$ cat src/hdl/ecc_outbuf.sv
// Two-entry output buffer that parts the pipeline from the downstream handshake.
module ecc_outbuf #(
	parameter int W = 8
) (
	input  logic         clk,
	input  logic         arst_n,
	input  logic         push,
	input  logic [W-1:0] push_data,
	output logic         room,
	output logic         m_tvalid,
	input  logic         m_tready,
	output logic [W-1:0] m_tdata
);

	logic [1:0]   cnt_q;
	logic         wp_q;
	logic         rp_q;
	logic [W-1:0] mem_q [2];
	logic         pop;

	assign room     = cnt_q != 2'd2;
	assign m_tvalid = cnt_q != 2'd0;
	assign pop      = m_tvalid && m_tready;
	assign m_tdata  = mem_q[rp_q];

	// Track fill level and pointers
	always_ff @(posedge clk or negedge arst_n) begin
		if (!arst_n) begin
			cnt_q <= 2'd0;
			wp_q  <= 1'b0;
			rp_q  <= 1'b0;
		end else begin
			cnt_q <= 2'(cnt_q + 2'(push) - 2'(pop));
			if (push) begin
				wp_q <= ~wp_q;
			end
			if (pop) begin
				rp_q <= ~rp_q;
			end
		end
	end

	// Store the arriving item
	always_ff @(posedge clk) begin
		if (push) begin
			mem_q[wp_q] <= push_data;
		end
	end

endmodule

$ cat config.mk
export PLATFORM = sky130hd
export DESIGN_NAME = ecc_outbuf
export DESIGN_NICKNAME = d
export VERILOG_FILES = /design/src/hdl/ecc_outbuf.sv
export SDC_FILE = /design/constraint.sdc
export NUM_CORES = 1
export LEC_CHECK = 0
export BUFFER_PORTS_ARGS = -buffer_cell sky130_fd_sc_hd__buf_2
export CORE_MARGIN = 8
export CORE_UTILIZATION = 49
export DETAILED_ROUTE_END_ITERATION = 7
export PLACE_DENSITY = 0.8
export SKIP_LAST_GASP = 1
export SLEW_MARGIN = 0
export SYNTH_ARGS = -nofsm -noshare
export SYNTH_HDL_FRONTEND = slang
export SYNTH_SLANG_ARGS = --single-unit
$ cat constraint.sdc
create_clock -name clk -period 1.85 [get_ports clk]
set_input_delay 0.37 -clock clk [delete_from_list [all_inputs] [get_ports clk]]
set_output_delay 0.37 -clock clk [all_outputs]
set_load 0.01 [all_outputs]
==> flow_summary.yaml, run 1 <==
placed_design:
  dp_slack_ns: 0.335
  portBuffers: 21
  gp_congestion: 0.637
  hpwl_um: 942
logic_synthesis:
  async_flop_share: 0.200
  yosys-top-cells-area: "edfxtp_1, mux2_4, dfrtp_1, ha_1, xnor2_1"
  synth.most_common_cell: "edfxtp_1"
  ys_seq_elements: 20
  ys_top_cells_by_count: "edfxtp_1, mux2_4, dfrtp_1"
  syn_area_per_cell_um2: 19.3
  seq_area_frac_synth: 0.717
  syn_area_um2: 810
  netlist-cell-type-count: 13
  syn_inst: 42
  synth.top_cell.area_share: 0.594
  synth_fp_nets: 56
  synth_ff_type: "edfxtp_1"
  yosys_warnings: 0
  synth-edff-count: 16
  synth_area_leader_cell: "edfxtp_1"
routing:
  wl_um: 1180
  drc: 0
  drt_iter0_markers: 8
  firstDrtPassIters: 4
  vias: 405
  viasPerCell: 4.82
  detail_route.wl_per_cell_um: 14.1
  postRouteAntennaNets: 0
sta:
  tightestPinTransition_ns: 0.376
  maxSlewHeadroom: 0.749
  layout_min_cycle_time_ns: 1.66
  finalWorstSetupSlack_ns: 0.185
  fin_setup_tns_ns: 0
  finalSetupViolCount: 0
  rsz0062_at_grt: "no"
  report.final.slew_viol_count: 0
  period_share: 0.900
  fmax_ghz: 0.601
  hold_violations: 0
  clock_skew_ns: 0.00197
power:
  power.density_nw_per_um2: 1440
  irDropWorstVdd_v: 0.000813
  leakage_nw: 0.418
floorplanning:
  fp.coreArea_um2: 1520
  pin_count: 22
  die_y_um: 56.6
  die_x_um: 56.6
  start_util: 0.531
  die-area_um2: 3210
  fp-row-count: 14
critical_path:
  rr_startpoint: "cnt_q[1]"
  path_buf_inv: 1
  worst-path-stages: 2
  startpoint_type: "register"
  crit_type: "register to output pin"
  critPathLaunch: "rp_q"
  rr_worst_depth: 6
  crit_slowest_cell: "dfrtp_2"
  endpoint_kind: "output pin"
  crit_path_max_fanout: 9
  max_stage_delay_ns: 0.54
  cp.required_ns: 1.48
  path_cells: "mux2_4, buf_2"
  crit_arrival_ns: 1.29
  crit_family: "flip-flops"
clock_network:
  htreeDepth: 1
  clock_latency_ns: 0.29
  cts_tree: "yes"
  cts_setup_buffers: 0
  numCtsBuffers: 3
  cts.clk_slew.worst_paths_ns: 0.10
  cts-root-buf: "clkbuf_4"
  clockBufferDepth: 2
  clkSinkCount: 20
finish:
  layout-drive-gt1-share: 0.515
  n_fill_cell: 118
  area_growth_pct: 19.6
  fin_util: 0.635
  layout.nets: 83
  diodes: 0
global_routing:
  grt.overflow.total: 0
  antenna_found_initial: 0
  grt_max_degree: 12
  grt_pass1_vias: 466
  grt_pass1_wl_um: 1930
  grt.total_usage: 0.0764
hold_path:
  hp-start: "push_data[1]"
  whs_path_depth: 1
  min_path_type: "input pin to register"
flow_run:
  max-cap-violations: 0
outcome:
  run_status: "finished, final reports clean"
report_power, final:
group	leakage, nW	internal (mW)	switching (mW)
Combinational	0.206	0.281	0.205
Clock	0.0154	0.0783	0.118
Sequential	0.196	0.616	0.0929
cell families (layout without fill, tap and decap cells):
| group | count (synthesis) | count (layout) | share of synthesized area |
|---|---|---|---|
| AOI/OAI and AO/OA | 1 | 1 | 0.00928 |
| xor gates and xnor gates | 4 | 4 | 0.0433 |
| adders and majority gates | 2 | 2 | 0.0309 |
| buffers and inverters | 3 | 29 | 0.0232 |
| DFF | 20 | 20 | 0.717 |
| muxes | 8 | 8 | 0.148 |
| and+or+nand+nor | 4 | 4 | 0.0278 |
metrics by stage:
step | area [um2] | power [mW] | std cells | hold WS (ns)
floorplan | 810 | 1.07 | 42 | 0.0744
global route | 968 | 1.49 | 84 | 0.238
finish | 968 | 1.39 | 84 | 0.264
global placement | 931 | 1.19 | 79 | 0.181
CTS | 967 | 1.42 | 84 | 0.250
detailed placement | 931 | 1.22 | 79 | 0.179
path summary, 6_finish.rpt:
check                               to  slack [ns]
hold / removal             mem_q[1][1]        0.26
min in group asynchronous         rp_q        0.40
setup / recovery            m_tdata[3]        0.19
hold reg to reg                   wp_q        0.49
max in group asynchronous         rp_q        1.32
setup reg to reg              cnt_q[1]        0.33
timing repair:
item                                    4_1_cts  5_1_grt
endpoints found under the hold margin         4        0
gates resized for setup                       0        1
hold buffers                                  1        0
endpoints found under the setup margin        0        8
placed cells by master, fill, tap and decap left out:
cell type,n
clkbuf_4,3
or2_2,1
mux2_4,8
nor2b_1,1
buf_2,21
buf_4,1
xnor2_1,2
xor2_1,2
dfrtp_1,3
o21a_1,1
dlygate4sd3_1,1
inv_1,2
nand2_1,1
and2_1,1
ha_1,2
edfxtp_1,16
clkinv_1,1
dfrtp_2,1
per-layer routing:
layer  track usage  vias to the layer above  part of all wire
li1              -                      204                 -
met1        0.0782                      191              0.40
met2         0.130                       10              0.55
met3        0.0292                        0             0.056
met4        0.0412                        0                 0
met5             0                        -                 0
registers in the layout, summed over array words and instances (netlist names):
register / cells
mem_q: 16
cnt_q: 2
rp_q: 1
wp_q: 1
layout make-up:
cell class / instances / area (um2) / share of cell area
clock buffers: 3 / 22.5 / 0.0233
multi-input cells: 19 / 210 / 0.217
well taps: 16 / 20.0 / 0.0207
flip-flops and latches: 20 / 582 / 0.601
repair buffers: 23 / 123 / 0.127
inverters: 2 / 7.51 / 0.00775
clock inverters: 1 / 3.75 / 0.00388
Power figures use the tool's default switching activity.
==> run 2: changes to the inputs <==
==> constraint.sdc (replaced) <==
create_clock -name clk -period 1.9 [get_ports clk]
set_input_delay 0.38 -clock clk [delete_from_list [all_inputs] [get_ports clk]]
set_output_delay 0.38 -clock clk [all_outputs]
set_load 0.01 [all_outputs]
==> run 2 against run 1 <==
Sequential cell count unchanged. Worst hold slack better by 0.010 ns. Clock power fell by 3%. Count of clock-buffer cells in the layout is the same. Sequential share of layout area is 0.052 points lower. First-iteration DRC count unchanged. Final area is 0.13% lower. Critical path depth did not move. Combinational power shrank 2%.
==> flow_summary.yaml, run 2 (synthesis gave the netlist of run 1 again) <==
clock_network:
  htreeDepth: 1
  clock_latency_ns: 0.29
  cts-root-buf: "clkbuf_4"
  cts_setup_buffers: 0
  numCtsBuffers: 3
  clockBufferDepth: 2
  clkSinkCount: 20
  cts.clk_slew.worst_paths_ns: 0.10
  cts_tree: "yes"
critical_path:
  crit_type: "register to output pin"
  endpoint_kind: "output pin"
  crit_arrival_ns: 1.43
  cp.required_ns: 1.52
  crit_slowest_cell: "dfrtp_1"
  startpoint_type: "register"
  path_cells: "mux2_4, buf_2"
  reg2reg_slack_ns: 0.38
  max_stage_delay_ns: 0.66
  crit_path_max_fanout: 9
finish:
  largest_reg_flops: 16
  layoutNonFillerInstCount: 84
  area_growth_pct: 19.5
  layout-drive-gt1-share: 0.500
  largestRegisters: "mem_q (16), cnt_q (2)"
  final_cell_mix: "buf_2, edfxtp_1, mux2_4"
  top_register: "mem_q"
  layout.nets: 83
  diodes: 0
  final_common_cell: "buf_2"
global_routing:
  antenna_found_initial: 0
  grt.total_usage: 0.0764
  grt_pass1_wl_um: 1930
  grt_pass1_vias: 466
  grt.overflow.total: 0
  grt_max_degree: 12
sta:
  clock_skew_ns: 0.00197
  finalWorstSetupSlack_ns: 0.0912
  hold_violations: 0
  finalSetupViolCount: 0
  period_share: 0.952
  rsz0062_at_grt: "no"
  fin_setup_tns_ns: 0
  report.final.slew_viol_count: 0
  tightestPinTransition_ns: 0.492
  fmax_ghz: 0.553
  maxSlewHeadroom: 0.672
  layout_min_cycle_time_ns: 1.81
placed_design:
  hpwl_um: 942
  portBuffers: 21
  dp_slack_ns: 0.385
  place_inst: 79
  gp_congestion: 0.637
power:
  combPwrFrac: 0.350
  irDropWorstVdd_v: 0.000791
  p_switching_mw: 0.405
  power_frac_seq: 0.508
  p_sw_frac: 0.300
  leakage_nw: 0.419
  internal_power_mw: 0.948
  power.density_nw_per_um2: 1400
  clkPwrFrac: 0.141
floorplanning:
  die_x_um: 56.6
  die-area_um2: 3210
  fp-row-count: 14
  die_y_um: 56.6
  start_util: 0.531
  fp.coreArea_um2: 1520
  pin_count: 22
routing:
  detail_route.wl_per_cell_um: 14.1
  postRouteAntennaNets: 0
  viasPerCell: 4.82
  vias: 405
  drt_iter0_markers: 8
  drc: 0
  firstDrtPassIters: 4
  wl_um: 1180
hold_path:
  min_path_type: "input pin to register"
outcome:
  run_status: "finished, final reports clean"
flow_run:
  max-cap-violations: 0
==> run 2: timing repair <==
item | in CTS | in global routing
gates resized for setup | 0 | 0
endpoints found under the hold margin | 4 | 0
hold buffers | 1 | 0
==> run 2: per-stage QoR <==
step                      total power, mW   util  hold WS, ns  instance area, um2
after floorplan                      1.04      -       0.0844                 810
after global placement               1.16  0.611        0.191                 931
after detailed placement             1.19  0.611        0.189                 931
after CTS                            1.38  0.635        0.260                 967
after global routing                 1.45  0.635        0.248                 967
final                                1.35  0.635        0.274                 967
==> run 2: final timing paths <==
kind	from	to	cells past startpoint
setup / recovery	rp_q	m_tdata[3]	2
hold / removal	push_data[1]	mem_q[1][1]	1
setup reg to reg	cnt_q[1]	cnt_q[1]	6
hold reg to reg	wp_q	wp_q	1
max in group asynchronous	arst_n	wp_q	2
min in group asynchronous	arst_n	rp_q	2
==> run 2: power by group through the flow <==
stage | clock network, mW | registers, mW | logic [mW]
after CTS | 0.201 | 0.692 | 0.489
after floorplan | 0 | 0.645 | 0.395
after detailed placement | 0 | 0.703 | 0.485
after global routing | 0.219 | 0.705 | 0.523
after global placement | 0 | 0.698 | 0.465
final | 0.191 | 0.688 | 0.474
==> run 2: worst max-delay path, delay by kind of cell, from the launching register on <==
family / cells / cell delay (ns)
mux: 1 / 0.34
buf+inv: 1 / 0.14
flops: 1 / 0.66
==> run 2: metal layers <==
metal / global-route usage / wire length (um)
met1: 0.0782 / 469
met2: 0.130 / 647
met3: 0.0292 / 66
met4: 0.0412 / 0
met5: 0 / 0
==> run 2: final cells by class <==
cell class,count,area [um2]
multi-input combinational,19,210
clock inverter,1,3.75
clock buffer,3,22.5
fill,119,557
tap,16,20.0
sequential,20,581
inverter,2,7.51
timing repair buffer,23,123
