===== src/hdl/ecc_div.sv =====
// Pipelined signed divider by a positive divisor, rounding to nearest, ties away from zero.
module ecc_div #(
	parameter int NW = 32,
	parameter int DW = 16,
	parameter int QW = 16
) (
	input  logic               clk,
	input  logic               en,
	input  logic signed [NW:0] num,
	input  logic [DW-1:0]      den,
	output logic signed [QW:0] quo
);

	localparam int AW = NW + 2;

	logic signed [AW-1:0] ext_c;
	logic [AW-1:0]        mag_c;
	logic [AW-1:0]        adj_c;

	logic [DW-1:0] rem_s  [QW+1];
	logic [QW-1:0] work_s [QW+1];
	logic [DW-1:0] den_s  [QW+1];
	logic          neg_s  [QW+1];
	logic [QW:0]   quo_s;

	logic [DW:0]   try_c [QW+1];
	logic          ge_c  [QW+1];
	logic [DW-1:0] rem_c [QW+1];
	logic [QW-1:0] work_c[QW+1];

	// Take the magnitude and add half the divisor for rounding
	always_comb begin
		ext_c = {num[NW], num};
		mag_c = num[NW] ? AW'(-ext_c) : AW'(ext_c);
		adj_c = mag_c + AW'(den >> 1);
	end

	// One restoring step per stage: shift in a dividend bit, subtract if it fits
	always_comb begin
		try_c[0]  = '0;
		ge_c[0]   = 1'b0;
		rem_c[0]  = '0;
		work_c[0] = '0;
		for (int k = 1; k <= QW; k++) begin
			try_c[k]  = {rem_s[k-1], work_s[k-1][QW-1]};
			ge_c[k]   = try_c[k] >= {1'b0, den_s[k-1]};
			rem_c[k]  = ge_c[k] ? DW'(try_c[k] - {1'b0, den_s[k-1]}) : try_c[k][DW-1:0];
			work_c[k] = {work_s[k-1][QW-2:0], ge_c[k]};
		end
	end

	// Advance input, step and output stages
	always_ff @(posedge clk) begin
		if (en) begin
			rem_s[0]  <= DW'(adj_c >> QW);
			work_s[0] <= adj_c[QW-1:0];
			den_s[0]  <= den;
			neg_s[0]  <= num[NW];
			for (int k = 1; k <= QW; k++) begin
				rem_s[k]  <= rem_c[k];
				work_s[k] <= work_c[k];
				den_s[k]  <= den_s[k-1];
				neg_s[k]  <= neg_s[k-1];
			end
			quo_s <= neg_s[QW] ? -{1'b0, work_s[QW]} : {1'b0, work_s[QW]};
		end
	end

	assign quo = $signed(quo_s);

endmodule


===== config.mk =====
export PLATFORM = sky130hd
export DESIGN_NAME = ecc_div
export DESIGN_NICKNAME = d
export VERILOG_FILES = /design/src/hdl/ecc_div.sv
export SDC_FILE = /design/constraint.sdc
export NUM_CORES = 1
export LEC_CHECK = 0
export BUFFER_PORTS_ARGS = -buffer_cell sky130_fd_sc_hd__buf_2
export CORE_MARGIN = 1.5
export CORE_UTILIZATION = 39
export CTS_CLUSTER_DIAMETER = 200
export DETAILED_ROUTE_END_ITERATION = 10
export HOLD_SLACK_MARGIN = 0.15
export PLACE_DENSITY_LB_ADDON = 0.05
export SYNTH_ARGS = -nofsm -noshare
export SYNTH_HDL_FRONTEND = slang
export SYNTH_SLANG_ARGS = --single-unit

===== constraint.sdc =====
create_clock -name clk -period 5 [get_ports clk]
set_input_delay 0.5 -clock clk [delete_from_list [all_inputs] [get_ports clk]]
set_output_delay 0.5 -clock clk [all_outputs]
set_load 0.02 [all_outputs]

==> impl_metrics.json, run 1 <==
{
  "power_uw": 27500,
  "slew_viol_final": 0,
  "drv_cap": 0,
  "place_congestion": 0.885,
  "synth_edf_count": 818,
  "num_vias": 24900,
  "drc": 0,
  "min_from": "num[25]",
  "start_util_pct": 39.5,
  "insertion_delay_ps": 660,
  "syn-num-nets": 3549,
  "outcome": "finished clean",
  "grt-ovfl-total": 0,
  "intPower_uw": 18700,
  "finish.net_count": 3692,
  "avgSynthCellArea_um2": 13.0,
  "cts_tree": "yes",
  "path_clk_slew_ps": 60,
  "pwr-share-comb_pct": 37.6,
  "async_reset_ff_share_pct": 0,
  "drive_gt1_share_pct": 13.3,
  "switching_share_pct": 32.2,
  "power_frac_clock_pct": 24.8,
  "grt_max_degree": 99,
  "yosys-top-cells-count": "edfxtp_1 (818), inv_1 (351), ha_1 (275)",
  "fin_tns_setup_ps": 0,
  "min_period_over_period_pct": 77.6,
  "final_util_pct": 44.6,
  "cts_buffer_depth": 3,
  "syn-instance-count": 3207,
  "num_io_pins": 68,
  "skew_ps": 19.5,
  "die_h_um": 330,
  "cp.required_ps": 5410,
  "area_growth_pct": 12.7,
  "grt_pass1_wl_um": 140000,
  "yosysTopAreaCellShare_pct": 58.8,
  "r2r_start": "den_s[0][225]$_DFFE_PP_",
  "cts_buffers": 95,
  "rsz0062_at_grt": "no",
  "drt_iter0_markers": 1658,
  "maxSlewHeadroom_pct": 20.4,
  "ir_worst_vdd_uv": 239,
  "setup.worst_path.start": "den_s[0][225]$_DFFE_PP_",
  "die_area_um2": 109000,
  "critPathSlowestCell": "and2_1",
  "synth_warnings": 0,
  "crit_type": "flop to flop",
  "clock_sinks": 818,
  "row_count": 119,
  "wl_per_cell_um": 18.2,
  "p_sw_uw": 8870,
  "synth_most_common_cell": "edfxtp_1",
  "htreeDepth": 3,
  "fill_cells": 9485,
  "grt_usage_pct": 16.2,
  "p_per_area_nw_per_um2": 584,
  "seqPwrFrac_pct": 37.6,
  "max_stage_delay_ps": 820,
  "grt_pass1_vias": 24900,
  "startpoint_type": "flop",
  "place_hpwl_um": 64200,
  "finalCriticalPeriod_ps": 3880,
  "arrival_ps": 4290,
  "grt-busiest-layer": "met2",
  "worst_pin_slew_ps": 1190,
  "grtUsageMet2_pct": 25.1,
  "hp-class": "input port to flop",
  "grtUsageMet1_pct": 23.3,
  "netlist_area_um2": 41800,
  "viasPerCell": 5.17,
  "worst_hold_slack_ps": 223,
  "path_cells": "inv_1 -> ha_1 -> nor2b_1 -> o21ai_0 -> a21oi_1 -> o211ai_1 -> a31oi_1 -> a22oi_1 -> and2_1 -> mux2_2",
  "ys_seq_area_share_pct": 58.8,
  "worst-path-max-fanout": 16,
  "post-synth-top-area-cell": "edfxtp_1",
  "endpoint_kind": "flop",
  "met3_usage_pct": 2.51,
  "fp.coreArea_um2": 106000,
  "fmax_mhz": 258,
  "synth-seq-cells": 818,
  "ys.flop_type": "edfxtp_1",
  "postCtsSetupBuffers": 0,
  "ys_types": 76,
  "firstDrtPassIters": 5,
  "antenna_found_initial": 0,
  "ant_nets": 0,
  "p_leak_uw": 0.0185,
  "yosys-top-cells-area": "edfxtp_1 (59%), ha_1 (8.2%), mux2_2 (5.2%)",
  "setup_violations": 0,
  "drt_wl_total_um": 87900,
  "hold_viol_final": 0,
  "root_buffer": "clkbuf_16",
  "die_w_um": 330,
  "numPortBuffers": 67
}
==> routing by layer <==
metal  part of all wire (%)  up-vias
met3                    3.6      152
met5                      0        -
met1                     49    12000
met4                    3.0        0
li1                       -    12300
met2                     45      442
==> path summary, 6_finish.rpt <==
check,slack (ps),depth (start not counted),end
setup / recovery,1120,10,rem_s[0][242]$_DFFE_PP_
setup reg to reg,1120,10,rem_s[0][242]$_DFFE_PP_
hold reg to reg,410,0,work_s[9][14]$_DFFE_PP_
hold / removal,220,2,rem_s[0][9]$_DFFE_PP_
==> worst max-delay path: cells and delay by family (launching register included) <==
kind | cells | cell delay, ps
compound gates | 5 | 1490
simple gates | 2 | 950
mux | 1 | 420
flops | 1 | 400
fa+ha+maj | 1 | 300
buf+inv | 1 | 60
==> flip-flops by register name, summed over array words and instances, names as in the netlist <==
register	cells
work_s	272
den_s	256
rem_s	256
neg_s	17
quo	17
==> stage by stage <==
step                      cells  cell area [um2]  setup slack [ps]
after floorplan            3207            41800               805
after global placement     4628            43900               531
after detailed placement   4628            43900               460
after CTS                  4814            47100              1150
after global routing       4814            47100               874
final                      4815            47100              1120
==> logic make-up (layout without fill, tap and decap cells) <==
family	after synthesis	in the layout	synth area share, %
fa+ha+maj	291	291	9.00
xor+xnor	228	228	4.78
other cells	0	1	0
simple gates	677	677	8.39
compound gates	561	561	9.39
flops	818	818	58.8
buf+inv	407	623	3.71
mux	225	225	5.97
==> repair_timing <==
item / 4_1_cts / 5_1_grt
resized for setup: 0 / 0
hold buffers: 16 / 0
hold endpoints to repair: 16 / 0
==> area by class of cell <==
type	count	area, um2	area share [%]
timing repair buffer	101	741	1.57
clock buffer	117	2540	5.40
antenna	1	2.50	0.00531
inverter	352	1320	2.80
multi-input combinational	1982	15700	33.3
clock inverter	53	515	1.09
tap	1391	1740	3.69
sequential	818	24600	52.1
==> power by group through the flow <==
| stage | clock, uW | combinational [uW] | sequential, uW |
|---|---|---|---|
| global placement | 0 | 9980 | 10500 |
| detailed placement | 0 | 10200 | 10500 |
| global route | 7330 | 11500 | 10500 |
| finish | 6830 | 10400 | 10300 |
| CTS | 7070 | 10300 | 10400 |
| floorplan | 0 | 8000 | 10200 |
==> placed cells by master (no fill, tap or decap), types with 12 or more instances in the layout <==
master	n
a211oi_1	23
a21boi_0	18
a21o_1	88
a21oi_1	96
a31o_2	13
a31oi_1	38
and2_1	12
and3_1	35
and4_1	13
buf_2	66
clkbuf_1	18
clkbuf_16	99
clkinv_1	25
clkinv_2	13
dlygate4sd3_1	16
edfxtp_1	818
fa_1	16
ha_1	275
inv_1	351
mux2_2	194
mux2i_1	31
nand2_1	132
nand2b_1	38
nand3_1	39
nand4_1	28
nor2_1	174
nor2b_1	41
nor3_1	57
nor4_1	29
o211ai_1	20
o21a_1	29
o21ai_0	90
o311ai_0	12
o31ai_1	34
o41ai_1	15
or2_2	14
or3_1	38
xnor2_1	167
xor2_1	61
(Power assumes the default switching activity.)
==> inputs of run 2 (changes only) <==
clock period = 3.45 ns   (was 5 ns; I/O delays follow)
==> run 2 against run 1 <==
Global-route usage hardly changed. Sequential power rose by 46%. Cell area rose by 2.4%. Total power grew 45%. First-iteration DRC count is 14% lower. Worst hold slack got worse by 16 ps. Wire length about the same. Sequential cell count unchanged. Cell count is 2.5% higher. Clock skew is 4.5 ps higher.
==> impl_metrics.json, run 2 (same netlist as run 1, synthesis figures left out) <==
{
  "finalCriticalPeriod_ps": 3310,
  "p_per_area_nw_per_um2": 829,
  "ant_nets": 0,
  "firstDrtPassIters": 5,
  "drt_iter0_markers": 1433,
  "num_vias": 25300,
  "grtUsageMet1_pct": 21.7,
  "cts_tree": "yes",
  "worst_hold_slack_ps": 207,
  "area_growth_pct": 15.4,
  "rsz0062_at_grt": "no",
  "ir_worst_vdd_uv": 371,
  "grt-ovfl-total": 0,
  "place_congestion": 0.866,
  "grt_usage_pct": 16.2,
  "n_antenna_cell": 0,
  "drv_cap": 0,
  "rrSetupSlack_ps": 150,
  "worstReg2RegEnd": "rem_s[0][102]$_DFFE_PP_",
  "critPathSlowestCell": "dlygate4sd3_1",
  "max_stage_delay_ps": 550,
  "die_w_um": 330,
  "htreeDepth": 3,
  "hold_path_depth": 3,
  "path_clk_slew_ps": 60,
  "place_hpwl_um": 65500,
  "drt_wl_total_um": 87800,
  "drc": 0,
  "hp-class": "input port to flop",
  "final_cell_mix": "edfxtp_1 (818), inv_1 (351), ha_1 (275)",
  "die_area_um2": 109000,
  "row_count": 119,
  "viasPerCell": 5.12,
  "drive_gt1_share_pct": 16.5,
  "clock_sinks": 818,
  "antenna_found_initial": 0,
  "fmax_mhz": 302,
  "arrival_ps": 3700,
  "grtUsageMet2_pct": 27.0,
  "cp.required_ps": 3840,
  "dpl.cell_count": 4738,
  "fill_cells": 9458,
  "r2r_start": "rem_s[0][85]$_DFFE_PP_",
  "grt-busiest-layer": "met2",
  "root_buffer": "clkbuf_16",
  "maxSlewHeadroom_pct": 48.9,
  "startpoint_type": "input port",
  "crit_type": "input port to flop",
  "grt_pass1_vias": 25800,
  "multi_input_area_um2": 15800,
  "largest_register": "work_s",
  "worst_pin_slew_ps": 759,
  "path_cells": "buf_2 -> inv_1 -> ha_1 -> buf_4 -> or3b_4 -> o31ai_2 -> xnor2_1 -> ha_1 -> or3_1 -> a221oi_2 -> a21oi_2 -> o221ai_2 -> buf_4 -> nor2_1 -> nor2_1 -> o22ai_1 -> xnor2_1 -> dlygate4sd3_1",
  "power_uw": 40000,
  "largestRegisters": "work_s (272), den_s (256), rem_s (256)",
  "num_io_pins": 68,
  "reg2regPathDepth": 10,
  "skew_ps": 24.0,
  "layoutNonFillerInstCount": 4937,
  "start_util_pct": 39.5,
  "min_period_over_period_pct": 95.9,
  "cts_buffers": 94,
  "numPortBuffers": 67,
  "slew_viol_final": 0,
  "setup_violations": 0,
  "final_common_cell": "edfxtp_1",
  "finish.net_count": 3816,
  "grt_max_degree": 96,
  "insertion_delay_ps": 650,
  "hold_end": "work_s[0][0]$_DFFE_PP_",
  "ff_latch_area_um2": 24600,
  "p_leak_uw": 0.0191,
  "largest_register_ffs": 272,
  "crit_family": "buffers and inverters",
  "setup.worst_path.start": "num[0]",
  "fp.coreArea_um2": 106000,
  "cts_buffer_depth": 3,
  "die_h_um": 330,
  "cp_num_buf_inv": 5,
  "hold_viol_final": 0,
  "endpoint_kind": "flop",
  "min_from": "num[0]",
  "fin_tns_setup_ps": 0,
  "outcome": "finished clean",
  "grt_pass1_wl_um": 140000,
  "met3_usage_pct": 2.26,
  "wl_per_cell_um": 17.8,
  "worst-path-max-fanout": 3
}
## run 2: changes by cell type in the layout (fill, tap and decap cells not counted), sizes merged
cell	before	now
clkinvlp	2	4
diode	1	0
clkbuf	117	115
bufinv	10	8
clkinv	41	40
buf	85	198
dlygate4sd3	16	28
inv	352	353
## run 2: routing by layer
metal,wire length (um),vias to the layer above,part of all wire [%]
met3,3090,144,3.5
met2,41300,427,47
met4,2420,0,2.7
li1,-,12500,-
met5,0,-,0
met1,41000,12200,47
## run 2: repair_timing
item / CTS / global route
pin swaps: 0 / 5
resized for setup: 1 / 10
setup buffers: 0 / 3
hold buffers: 28 / 0
endpoints found under the hold margin: 47 / 0
setup endpoints to repair: 13 / 96
## run 2: final cells by class
| class | count | area share, % |
|---|---|---|
| Timing Repair Buffer | 226 | 3.98 |
| Clock inverter | 53 | 0.939 |
| Inverter | 352 | 2.74 |
| Multi-Input combinational cell | 1982 | 32.7 |
| Tap cell | 1391 | 3.61 |
| Sequential cell | 818 | 50.9 |
| Clock buffer | 115 | 5.08 |
## run 2: worst max-delay path by stage
stage	endpoint	depth (start not counted)	slack [ps]
3_5_place_dp	rem_s[0][13]$_DFFE_PP_	18	-500
2_1_floorplan	rem_s[0][10]$_DFFE_PP_	13	-40
6_report	rem_s[0][2]$_DFFE_PP_	18	140
4_1_cts	rem_s[0][158]$_DFFE_PP_	10	70
3_3_place_gp	rem_s[0][13]$_DFFE_PP_	18	-390
5_1_grt	rem_s[0][102]$_DFFE_PP_	11	2
## run 2: tightest hold or removal path: cells and delay by family
family / cells / cell delay, ps
adders and majority gates: 1 / 130
buffers and inverters: 2 / 250
## run 2: through the flow
stage               util, %  worst slack (ps)  cell area (um2)
global route           45.6              1.80            48200
finish                 45.6               141            48200
CTS                    45.6              69.1            48200
floorplan                 -             -37.8            41900
detailed placement     42.6              -495            45000
global placement       42.6              -390            45000
## run 2: power by group
part	total [uW]	switching [uW]	internal [uW]
Clock	9520	3910	5610
Sequential	15000	1030	14000
Combinational	15400	7850	7590
