File: config.mk
export PLATFORM = sky130hd
export DESIGN_NAME = ecc_sqrt
export DESIGN_NICKNAME = d
export VERILOG_FILES = /design/src/hdl/ecc_pkg.sv /design/src/hdl/ecc_sqrt.sv
export SDC_FILE = /design/constraint.sdc
export NUM_CORES = 1
export LEC_CHECK = 0
export BUFFER_PORTS_ARGS = -buffer_cell sky130_fd_sc_hd__buf_2
export CAP_MARGIN = 20
export CORE_MARGIN = 4
export CORE_UTILIZATION = 49
export CTS_CLUSTER_SIZE = 30
export DETAILED_ROUTE_END_ITERATION = 8
export MAX_ROUTING_LAYER = met4
export PLACE_DENSITY = 0.66
export SLEW_MARGIN = 20
export SYNTH_ARGS = -nofsm -noshare
export SYNTH_HDL_FRONTEND = slang
export SYNTH_SLANG_ARGS = --single-unit
File: constraint.sdc
create_clock -name clk -period 7.86 [get_ports clk]
set_clock_uncertainty 0.1 [all_clocks]
set_input_delay 1.179 -clock clk [delete_from_list [all_inputs] [get_ports clk]]
set_output_delay 1.179 -clock clk [all_outputs]
set_load 0.02 [all_outputs]
File: src/hdl/ecc_pkg.sv
// Shared constants for the elastic circle collision pipeline.
package ecc_pkg;

	// Radius, radius sum and centre-line length widths
	localparam int RAD_W = 16;
	localparam int SUM_W = RAD_W + 1;
	localparam int LEN_W = SUM_W;

	// Offset width while the circles are in contact (|d| <= radius sum)
	localparam int DX_W = SUM_W + 1;

	// Square root input: squared distance, bounded by the squared radius sum
	localparam int SQ_IN_W = 2 * SUM_W;
	localparam int SQ_LAT = SQ_IN_W / 2;

	// Restitution: register width, unity value and scaled factor width
	localparam int E_W = 9;
	localparam int E_SHIFT = 8;
	localparam logic [E_W-1:0] E_ONE = E_W'(1 << E_SHIFT);
	localparam int K_W = E_SHIFT + 2;

endpackage

File: src/hdl/ecc_sqrt.sv
// Pipelined integer square root, one result bit per stage.
module ecc_sqrt (
	input  logic                        clk,
	input  logic                        en,
	input  logic [ecc_pkg::SQ_IN_W-1:0] din,
	output logic [ecc_pkg::LEN_W-1:0]   dout
);
	import ecc_pkg::*;

	localparam int REM_W = LEN_W + 2;
	localparam int TRY_W = REM_W + 2;

	logic [SQ_IN_W-1:0] x_s   [SQ_LAT];
	logic [LEN_W-1:0]   r_s   [SQ_LAT];
	logic [REM_W-1:0]   rem_s [SQ_LAT];

	logic [SQ_IN_W-1:0] x_in   [SQ_LAT];
	logic [LEN_W-1:0]   r_in   [SQ_LAT];
	logic [REM_W-1:0]   rem_in [SQ_LAT];
	logic [TRY_W-1:0]   try_c  [SQ_LAT];
	logic [TRY_W-1:0]   trial_c[SQ_LAT];
	logic [SQ_IN_W-1:0] x_nx   [SQ_LAT];
	logic [LEN_W-1:0]   r_nx   [SQ_LAT];
	logic [REM_W-1:0]   rem_nx [SQ_LAT];

	// Bring down two radicand bits per stage and try the next root bit
	always_comb begin
		for (int i = 0; i < SQ_LAT; i++) begin
			if (i == 0) begin
				x_in[i]   = din;
				r_in[i]   = '0;
				rem_in[i] = '0;
			end else begin
				x_in[i]   = x_s[i-1];
				r_in[i]   = r_s[i-1];
				rem_in[i] = rem_s[i-1];
			end
			try_c[i]   = {rem_in[i], x_in[i][SQ_IN_W-1 -: 2]};
			trial_c[i] = TRY_W'({r_in[i], 2'b01});
			x_nx[i]    = x_in[i] << 2;
			if (try_c[i] >= trial_c[i]) begin
				rem_nx[i] = REM_W'(try_c[i] - trial_c[i]);
				r_nx[i]   = {r_in[i][LEN_W-2:0], 1'b1};
			end else begin
				rem_nx[i] = REM_W'(try_c[i]);
				r_nx[i]   = {r_in[i][LEN_W-2:0], 1'b0};
			end
		end
	end

	// Advance all stages together
	always_ff @(posedge clk) begin
		if (en) begin
			for (int i = 0; i < SQ_LAT; i++) begin
				x_s[i]   <= x_nx[i];
				r_s[i]   <= r_nx[i];
				rem_s[i] <= rem_nx[i];
			end
		end
	end

	assign dout = r_s[SQ_LAT-1];

endmodule

==> results.sh, run 1 <==
export IMPL_grt_max_degree=193
export IMPL_ir_drop_mv=0.182
export IMPL_cts_tree="built"
export IMPL_crit_top_cell="o211ai_1"
export IMPL_final_layout_size_suffix_gt1_share_pct=9.07
export IMPL_tightest_slew_ps=1060
export IMPL_num_vias=18800
export IMPL_row_count=94
export IMPL_tns_ps=0
export IMPL_grt_pass1_vias=18800
export IMPL_status="completed"
export IMPL_grt_pass1_wl_um=92500
export IMPL_hpwlAfterDp_um=39500
export IMPL_fp_dieW_um=266
export IMPL_layout_nets=2753
export IMPL_antenna_found_initial=0
export IMPL_hold_path_class="reg -> reg"
export IMPL_die_y_um=266
export IMPL_async_flop_share_pct=0
export IMPL_slowest_stage="a21oi_2"
export IMPL_synth_edf_count=707
export IMPL_insertion_delay_ps=610
export IMPL_synthTopCellsByCount="edfxtp_1 (707), inv_1 (204), nor2_1 (177)"
export IMPL_synth_cell_types=80
export IMPL_cts_hold_buf=0
export IMPL_setup_viol_count_final=0
export IMPL_avgSynthCellArea_um2=13.4
export IMPL_gp_congestion=0.913
export IMPL_cts_clk_slew_worst_paths_ps=60
export IMPL_synth_area_top_cells="edfxtp_1 (65%), ha_1 (6.5%), xnor2_1 (3.2%)"
export IMPL_io_pins=53
export IMPL_syn_num_nets=2654
export IMPL_port_buffers=52
export IMPL_syn_to_final_growth_pct=11.1
export IMPL_syn_instance_count=2447
export IMPL_critPathRequiredTime_ps=8120
export IMPL_drc_errors=0
export IMPL_netlist_area_mm2=0.0327
export IMPL_grt_use_total_pct=16.3
export IMPL_max_freq_ghz=0.250
export IMPL_rsz0062_at_grt="false"
export IMPL_post_cts_setup_buffer_count=0
export IMPL_numCtsBuffers=75
export IMPL_hold_viol=0
export IMPL_fin_crit_sh_pct=50.8
export IMPL_rrSetupSlack_ps=3860
export IMPL_power_density_mw_per_mm2=267
export IMPL_synth_main_ff_cell="edfxtp_1"
export IMPL_dr_pass1_iters=5
export IMPL_max_stage_delay_ps=640
export IMPL_clk_path_buf_depth=3
export IMPL_overflow=0
export IMPL_cts_root_buf="clkbuf_16"
export IMPL_start_util_pct=49.5
export IMPL_ys_seq_elements=707
export IMPL_ys_warn_count=0
export IMPL_synth_most_common_cell="edfxtp_1"
export IMPL_ant_nets=0
export IMPL_post_cts_resize_count=0
export IMPL_cp_start_kind="flip-flop"
export IMPL_clock_sinks=707
export IMPL_end_kind="flip-flop"
export IMPL_slew_viol_final=0
export IMPL_cts_htree_levels=3
export IMPL_cp_arrival_ps=4250
export IMPL_viasPerCell=5.43
export IMPL_path_cells="ha_1 > a21oi_1 > o211ai_1 > a221oi_1 > o211ai_1 > a21oi_2 > inv_1 > mux2_2"
export IMPL_core_area_mm2=0.0660
export IMPL_critical_path_class="reg -> reg"
export IMPL_drtIter0Drc=1354
export IMPL_p_leak_uw=0.0139
export IMPL_yosysTopAreaCell="edfxtp_1"
export IMPL_diodes=0
export IMPL_setup_ws_ps=3860
export IMPL_crit_fanout=21
export IMPL_synth_top_area_share_pct=65.0
export IMPL_layout_min_cycle_time_ps=4000
export IMPL_yosysSeqAreaShare_pct=65.0
export IMPL_maxSlewHeadroom_pct=29.1
export IMPL_place_ws_ps=3940
export IMPL_die_area_mm2=0.0709
export IMPL_wirelength_um=56400
export IMPL_wl_per_cell_um=16.3
export IMPL_maxCapViolCount=0
routing by layer:
layer  track usage (%)  wire [um]  vias up
met5                 -          0        -
met4              6.00       1570        0
met3              3.09       2820      125
met2              26.1      27000      365
met1              21.0      25000     9059
li1                  -          -     9263
area by class of cell:
| cell class | instances | area, um^2 |
|---|---|---|
| clock buffers | 87 | 1920 |
| multi-input cells | 1497 | 10500 |
| clock inverters | 45 | 423 |
| flip-flops and latches | 707 | 21200 |
| inverters | 205 | 769 |
| repair buffers | 60 | 368 |
| fillers | 5300 | 29700 |
| well taps | 864 | 1080 |
stage by stage:
stage	total power (uW)	instance area (um^2)	std cells	hold WS [ps]	utilization, %
final	9690	36300	3465	312	55.0
after global routing	10200	36300	3465	321	55.0
after CTS	9790	36300	3465	314	55.0
after detailed placement	6410	33900	3333	305	51.4
after global placement	6350	33900	3333	300	51.4
after floorplan	5970	32700	2447	300	-
state kept, by name (all words and copies together) (netlist names):
register / cells
x_s: 272
rem_s: 282
r_s: 153
cells in the final DEF, fill, tap and decap left out, types with 7 or more instances in the layout:
cell	n
nor3b_1	7
nand2_1	135
or4_1	12
o31ai_1	7
nor4_1	23
clkinv_1	18
a211oi_1	15
inv_1	204
buf_2	51
or3_1	26
o21bai_1	13
and4_1	7
a31oi_1	11
a21oi_1	133
clkinv_2	15
nor2_1	177
xnor2_1	121
or2_2	8
xor2_1	98
nand3_1	49
clkbuf_1	12
edfxtp_1	707
o21a_1	42
mux2_2	41
ha_1	171
and3_1	8
nand4_1	22
clkbuf_16	75
nor3_1	57
o211ai_1	15
nand2b_1	31
a21o_1	40
nor2b_1	21
o21ai_0	102
worst max-delay path: cells and delay by family (launching register included):
| family | cells | cell delay [ps] |
|---|---|---|
| compound gates | 5 | 1900 |
| fa+ha+maj | 1 | 340 |
| buf+inv | 1 | 600 |
| flops | 1 | 390 |
| mux | 1 | 430 |
logic make-up after synthesis:
group | Yosys count | synth area share (%)
DFF | 707 | 65.0
other | 1 | 0.0115
buffers and inverters | 243 | 2.91
AOI/OAI and AO/OA | 446 | 8.67
adders and majority gates | 171 | 6.55
xor gates and xnor gates | 219 | 5.87
and+or+nand+nor | 613 | 9.41
muxes | 47 | 1.60
path summary, 6_finish.rpt:
kind         cells after the start                       to                     from
max reg2reg                      8  rem_s[0][292]$_DFFE_PP_  rem_s[0][270]$_DFFE_PP_
max                              8  rem_s[0][292]$_DFFE_PP_  rem_s[0][270]$_DFFE_PP_
min                              0    x_s[0][414]$_DFFE_PP_    x_s[0][380]$_DFFE_PP_
min reg2reg                      0    x_s[0][414]$_DFFE_PP_    x_s[0][380]$_DFFE_PP_
power by group:
part	internal (uW)	switching, uW	leakage, uW
combinational	631	811	0.00599
clock	1930	1410	0.00115
sequential	4670	230	0.00677
No activity file was read; power rests on OpenSTA's default activity.
==> inputs of run 2 (changes only) <==
--- a/config.mk
+++ b/config.mk
@@ -5,6 +5,7 @@
 export SDC_FILE = /design/constraint.sdc
 export NUM_CORES = 1
 export LEC_CHECK = 0
+export ABC_AREA = 1
 export BUFFER_PORTS_ARGS = -buffer_cell sky130_fd_sc_hd__buf_2
 export CAP_MARGIN = 20
 export CORE_MARGIN = 4
@@ -12,7 +13,7 @@
 export CTS_CLUSTER_SIZE = 30
 export DETAILED_ROUTE_END_ITERATION = 8
 export MAX_ROUTING_LAYER = met4
-export PLACE_DENSITY = 0.66
+export PLACE_DENSITY = 0.68
 export SLEW_MARGIN = 20
 export SYNTH_ARGS = -nofsm -noshare
 export SYNTH_HDL_FRONTEND = slang
==> constraint.sdc (replaced) <==
create_clock -name clk -period 3.47 [get_ports clk]
set_clock_uncertainty 0.1 [all_clocks]
set_input_delay 0.5205 -clock clk [delete_from_list [all_inputs] [get_ports clk]]
set_output_delay 0.5205 -clock clk [all_outputs]
set_load 0.02 [all_outputs]
==> run 2 against run 1 <==
  * Sequential share of layout area down 7.5 points
  * Combinational power grew to 2.8 times the previous value
  * Core utilization up 0.73 points
  * Fmax grew 48%
  * Sequential power is 120% higher
  * Die area increased by 13%
  * Worst setup slack worse by 3100 ps
  * Non-clock buffer count increased by 47
  * Critical endpoint is now rem_s[0][59]$_DFFE_PP_
  * Largest power group unchanged
==> results.sh, run 2 <==
export IMPL_diodes=0
export IMPL_cp_start_kind="flip-flop"
export IMPL_syn_num_nets=4206
export IMPL_grt_pass1_wl_um=130000
export IMPL_start_util_pct=49.6
export IMPL_p_leak_uw=0.0187
export IMPL_status="completed"
export IMPL_tns_ps=0
export IMPL_synth_cell_types=49
export IMPL_port_buffers=52
export IMPL_hold_viol=0
export IMPL_avgSynthCellArea_um2=9.27
export IMPL_instances_no_fill=5189
export IMPL_post_cts_setup_buffer_count=0
export IMPL_ant_nets=0
export IMPL_drc_errors=0
export IMPL_combPwrFrac_pct=17.3
export IMPL_final_layout_size_suffix_gt1_share_pct=6.71
export IMPL_end_kind="flip-flop"
export IMPL_overflow=0
export IMPL_slew_viol_final=0
export IMPL_cts_tree="built"
export IMPL_gp_congestion=0.923
export IMPL_dr_pass1_iters=6
export IMPL_yosysTopAreaCell="edfxtp_1"
export IMPL_power_internal_uw=17100
export IMPL_fin_crit_sh_pct=77.7
export IMPL_clkPwrFrac_pct=36.3
export IMPL_layout_min_cycle_time_ps=2700
export IMPL_drtIter0Drc=1928
export IMPL_synth_main_ff_cell="edfxtp_1"
export IMPL_viasPerCell=5.04
export IMPL_core_area_mm2=0.0747
export IMPL_wl_per_cell_um=15.4
export IMPL_ys_seq_elements=707
export IMPL_ir_drop_mv=0.437
export IMPL_clk_path_buf_depth=3
export IMPL_wirelength_um=79800
export IMPL_hold_path_class="in -> reg"
export IMPL_io_pins=53
export IMPL_async_flop_share_pct=0
export IMPL_regMostFlops="rem_s"
export IMPL_cts_root_buf="clkbuf_16"
export IMPL_clock_sinks=707
export IMPL_synth_edf_count=707
export IMPL_grt_pass1_vias=25400
export IMPL_fp_dieW_um=283
export IMPL_dp_cells=5015
export IMPL_rsz0062_at_grt="false"
export IMPL_max_freq_ghz=0.371
export IMPL_p_sw_uw=6670
export IMPL_grt_max_degree=96
export IMPL_syn_to_final_growth_pct=12.4
export IMPL_synth_most_common_cell="nand2_1"
export IMPL_setup_viol_count_final=0
export IMPL_insertion_delay_ps=650
export IMPL_netlist_area_mm2=0.0371
export IMPL_hpwlAfterDp_um=59600
export IMPL_synth_area_top_cells="edfxtp_1 (57%), nand2_1 (13%), inv_1 (6.3%)"
export IMPL_critical_path_class="reg -> reg"
export IMPL_largestRegisters="rem_s (282), x_s (272), r_s (153)"
export IMPL_mostFrequentLayoutCells="nand2_1 (1276), edfxtp_1 (707), inv_1 (627)"
export IMPL_maxSlewHeadroom_pct=44.6
export IMPL_crit_fanout=22
export IMPL_ys_warn_count=0
export IMPL_antenna_found_initial=0
export IMPL_largest_reg_flops=282
export IMPL_cts_htree_levels=3
export IMPL_syn_instance_count=3999
export IMPL_final_core_util_pct=55.7
export IMPL_layout_commonest_cell="nand2_1"
export IMPL_critPathRequiredTime_ps=3720
export IMPL_power_density_mw_per_mm2=570
export IMPL_power_frac_seq_pct=46.5
export IMPL_maxCapViolCount=0
export IMPL_synth_top_area_share_pct=57.3
export IMPL_layout_nets=4365
export IMPL_num_vias=26100
export IMPL_cts_clk_slew_worst_paths_ps=60
export IMPL_numCtsBuffers=78
export IMPL_grt_use_total_pct=20.5
export IMPL_die_y_um=283
export IMPL_p_sw_share_pct=28.1
export IMPL_yosysSeqAreaShare_pct=57.3
export IMPL_row_count=100
export IMPL_synthTopCellsByCount="nand2_1 (1276), edfxtp_1 (707), inv_1 (627)"
export IMPL_die_area_mm2=0.0801
export IMPL_cp_arrival_ps=2940
export IMPL_tightest_slew_ps=828
[run 2: cell types whose count changed after synthesis, moves of 24 or more]
| cell | change |
|---|---|
| inv_1 | +423 |
| nand3_1 | +178 |
| o21a_1 | -40 |
| nand3b_1 | +32 |
| a21o_1 | -39 |
| nand2_1 | +1141 |
| nor2_1 | +168 |
| xnor2_1 | -80 |
| or3_1 | -24 |
| o21ai_0 | -39 |
| o21ai_1 | +52 |
| nand2b_1 | -31 |
| mux2_2 | -41 |
[run 2: layout make-up]
class,instances,area (um^2)
Clock buffer,86,1980
Clock inverter,56,746
Fill cell,6537,33100
Inverter,654,2460
Multi-Input combinational cell,2610,13200
Sequential cell,707,21200
Tap cell,969,1210
Timing Repair Buffer,107,838
[run 2: critical path: stages (launching register included)]
cell,delay (ps)
edfxtp_1,410
ha_1,370
o21ai_1,120
nand2_1,130
nand2_1,80
nand2_1,80
nor2_1,130
nand3_1,590
nor2_1,300
a21oi_1,80
[run 2: path summary, 6_finish.rpt]
path,start,endpoint,slack (ps),cells after the start
min reg2reg,x_s[0][381]$_DFFE_PP_,x_s[0][415]$_DFFE_PP_,310,0
max reg2reg,rem_s[0][38]$_DFFE_PP_,rem_s[0][59]$_DFFE_PP_,770,9
max,rem_s[0][38]$_DFFE_PP_,rem_s[0][59]$_DFFE_PP_,770,9
min,din[32],rem_s[0][1]$_DFFE_PP_,60,3
[run 2: cells by family (layout without fill, tap and decap cells)]
logic type,count (synthesis),after routing,share of synthesized area [%]
DFF,707,707,57.3
and+or+nand+nor,2017,2017,22.5
xor gates and xnor gates,120,120,2.84
buffers and inverters,682,903,7.18
other,1,1,0.0101
adders and majority gates,171,171,5.77
AOI/OAI and AO/OA,301,301,4.39
[run 2: through the flow]
step                      worst slack (ps)  area, um^2  hold WS (ps)  power, uW
after floorplan                       1390       37100           300      13900
after global placement                 894       38600           300      15200
after detailed placement               754       38600           305      15200
after CTS                              735       41600          13.0      24000
after global routing                   526       41600          50.5      25000
final                                  775       41600          61.2      23700
[run 2: power by group through the flow]
| stage | Clock (uW) | Combinational (uW) | Sequential, uW |
|---|---|---|---|
| 2_1_floorplan | 0 | 2960 | 10900 |
| 3_5_place_dp | 0 | 4020 | 11200 |
| 5_1_grt | 9230 | 4700 | 11100 |
| 4_1_cts | 8840 | 4090 | 11000 |
| 3_3_place_gp | 0 | 4000 | 11200 |
| 6_report | 8600 | 4100 | 11000 |
[run 2: timing repair]
| item | in CTS | in global routing |
|---|---|---|
| gates resized for setup | 0 | 0 |
| hold endpoints to repair | 32 | 0 |
| endpoints found under the setup margin | 0 | 0 |
| hold buffers | 32 | 0 |
[run 2: routing by layer]
layer  share of wire [%]  GRT usage (%)
met5                   0              -
met4                 2.5           5.32
met3                 3.8           2.60
met2                  49           34.8
met1                  45           26.2
==> inputs of run 3 (changes only) <==
==> constraint.sdc (replaced) <==
create_clock -name clk -period 2.4 [get_ports clk]
set_clock_uncertainty 0.1 [all_clocks]
set_input_delay 0.36 -clock clk [delete_from_list [all_inputs] [get_ports clk]]
set_output_delay 0.36 -clock clk [all_outputs]
set_load 0.02 [all_outputs]
==> run 3 against run 2 <==
  * Sequential power is 45% higher
  * Global-route usage is 0.051 points higher
  * Die area stayed put
  * Critical endpoint is now r_s[0][238]$_DFFE_PP_
  * Worst hold slack worse by 31 ps
  * Routed wire length is 1.3% higher
  * Cell count is 2.2% higher
  * Fmax is 17% higher
  * Highest routed layer unchanged
  * First-iteration DRC count is 6.7% higher
==> results.sh, run 3 (synthesis results as in run 2) <==
export IMPL_setup_worst_path_end="r_s[0][238]$_DFFE_PP_"
export IMPL_final_core_util_pct=57.4
export IMPL_fin_crit_sh_pct=95.9
export IMPL_p_total_uw=34000
export IMPL_cts_htree_levels=3
export IMPL_crit_path_start="r_s[0][233]$_DFFE_PP_"
export IMPL_insertion_delay_ps=630
export IMPL_drc_errors=0
export IMPL_viasPerCell=4.97
export IMPL_mostFrequentLayoutCells="nand2_1 (1262), edfxtp_1 (707), inv_1 (626)"
export IMPL_layout_nets=4482
export IMPL_row_count=100
export IMPL_grt_use_total_pct=20.5
export IMPL_wirelength_um=80800
export IMPL_clk_path_buf_depth=3
export IMPL_cts_tree="built"
export IMPL_largest_reg_flops=282
export IMPL_hold_path_startpoint="en"
export IMPL_power_density_mw_per_mm2=792
export IMPL_hpwlAfterDp_um=60900
export IMPL_critical_path_class="reg -> reg"
export IMPL_die_area_mm2=0.0801
export IMPL_grt_pass1_wl_um=131000
export IMPL_slew_viol_final=0
export IMPL_overflow=0
export IMPL_final_area_mm2=0.0429
export IMPL_end_kind="flip-flop"
export IMPL_syn_to_final_growth_pct=15.8
export IMPL_r2r_end="r_s[0][238]$_DFFE_PP_"
export IMPL_cp_arrival_ps=2570
export IMPL_ir_drop_mv=0.662
export IMPL_diodes=0
export IMPL_worstReg2RegStart="r_s[0][233]$_DFFE_PP_"
export IMPL_drtIter0Drc=2058
export IMPL_setup_viol_count_final=0
export IMPL_num_vias=26400
export IMPL_fp_dieW_um=283
export IMPL_final_layout_size_suffix_gt1_share_pct=10.4
export IMPL_cts_root_buf="clkbuf_16"
export IMPL_io_pins=53
export IMPL_cp_start_kind="flip-flop"
export IMPL_max_freq_ghz=0.435
export IMPL_start_util_pct=49.6
export IMPL_regMostFlops="rem_s"
export IMPL_maxCapViolCount=0
export IMPL_largestRegisters="rem_s (282), x_s (272), r_s (153)"
export IMPL_grt_pass1_vias=25500
export IMPL_gp_congestion=0.906
export IMPL_clock_sinks=707
export IMPL_critPathRequiredTime_ps=2670
export IMPL_hold_path_class="in -> reg"
export IMPL_layout_min_cycle_time_ps=2300
export IMPL_hold_viol=0
export IMPL_cts_clk_slew_worst_paths_ps=60
export IMPL_core_area_mm2=0.0747
export IMPL_status="completed"
export IMPL_wl_per_cell_um=15.2
export IMPL_crit_fanout=10
export IMPL_placed_area_mm2=0.0395
export IMPL_dr_pass1_iters=6
export IMPL_numCtsBuffers=78
export IMPL_antenna_found_initial=0
export IMPL_rrSetupSlack_ps=100
export IMPL_p_leak_uw=0.0192
export IMPL_r2r_cells=10
export IMPL_die_y_um=283
export IMPL_port_buffers=52
export IMPL_ant_nets=0
export IMPL_grt_max_degree=76
export IMPL_layout_commonest_cell="nand2_1"
run 3: report_power, final:
group,switching (uW),leakage [uW],internal [uW]
registers,820,0.00678,15100
clock network,4910,0.00123,6760
logic,3960,0.0112,2370
total,9690,0.0192,24300
run 3: area by class of cell:
class	count	area (um^2)
clock inverters	52	503
flip-flops and latches	707	21200
fillers	6429	31800
well taps	969	1210
repair buffers	223	1890
clock buffers	89	2010
multi-input cells	2611	13600
inverters	654	2470
run 3: worst max-delay path, stage by stage (launching register included):
cell	delay (ps)
edfxtp_1	390
inv_1	70
ha_1	340
a21oi_2	170
o21ai_1	100
nor2_1	180
nand2_1	140
inv_1	110
nand2_4	100
buf_4	200
buf_4	130
run 3: layer usage:
layer	up-vias	global-route usage, %	wire length, um
met4	0	4.84	1870
li1	13600	-	-
met1	12100	26.5	36700
met5	-	-	0
met3	139	2.55	2930
met2	482	34.9	39300
run 3: repair_timing:
action / CTS / global route
setup buffers: 0 / 12
endpoints found under the hold margin: 35 / 0
hold buffers: 35 / 0
endpoints found under the setup margin: 6 / 177
resized for setup: 2 / 81
gates cloned: 0 / 1
pin swaps: 0 / 8
run 3: worst min path at each step:
| stage | end | slack [ps] | cells past startpoint |
|---|---|---|---|
| finish | x_s[0][1]$_DFFE_PP_ | 30 | 1 |
| global route | x_s[0][1]$_DFFE_PP_ | 8 | 1 |
| CTS | x_s[0][1]$_DFFE_PP_ | 9 | 1 |
| detailed placement | x_s[0][105]$_DFFE_PP_ | 300 | 0 |
| global placement | x_s[0][306]$_DFFE_PP_ | 300 | 0 |
| floorplan | x_s[0][102]$_DFFE_PP_ | 300 | 0 |
run 3: metrics by stage:
step / cells / worst slack [ps] / hold slack, ps / setup TNS [ps]
CTS: 5292 / 6.73 / 8.89 / 0
finish: 5305 / 99.0 / 30.7 / 0
global placement: 5116 / -7.51 / 301 / -20.4
floorplan: 3999 / 319 / 300 / 0
global route: 5305 / -35.5 / 8.14 / -93.1
detailed placement: 5116 / 3.10 / 305 / 0
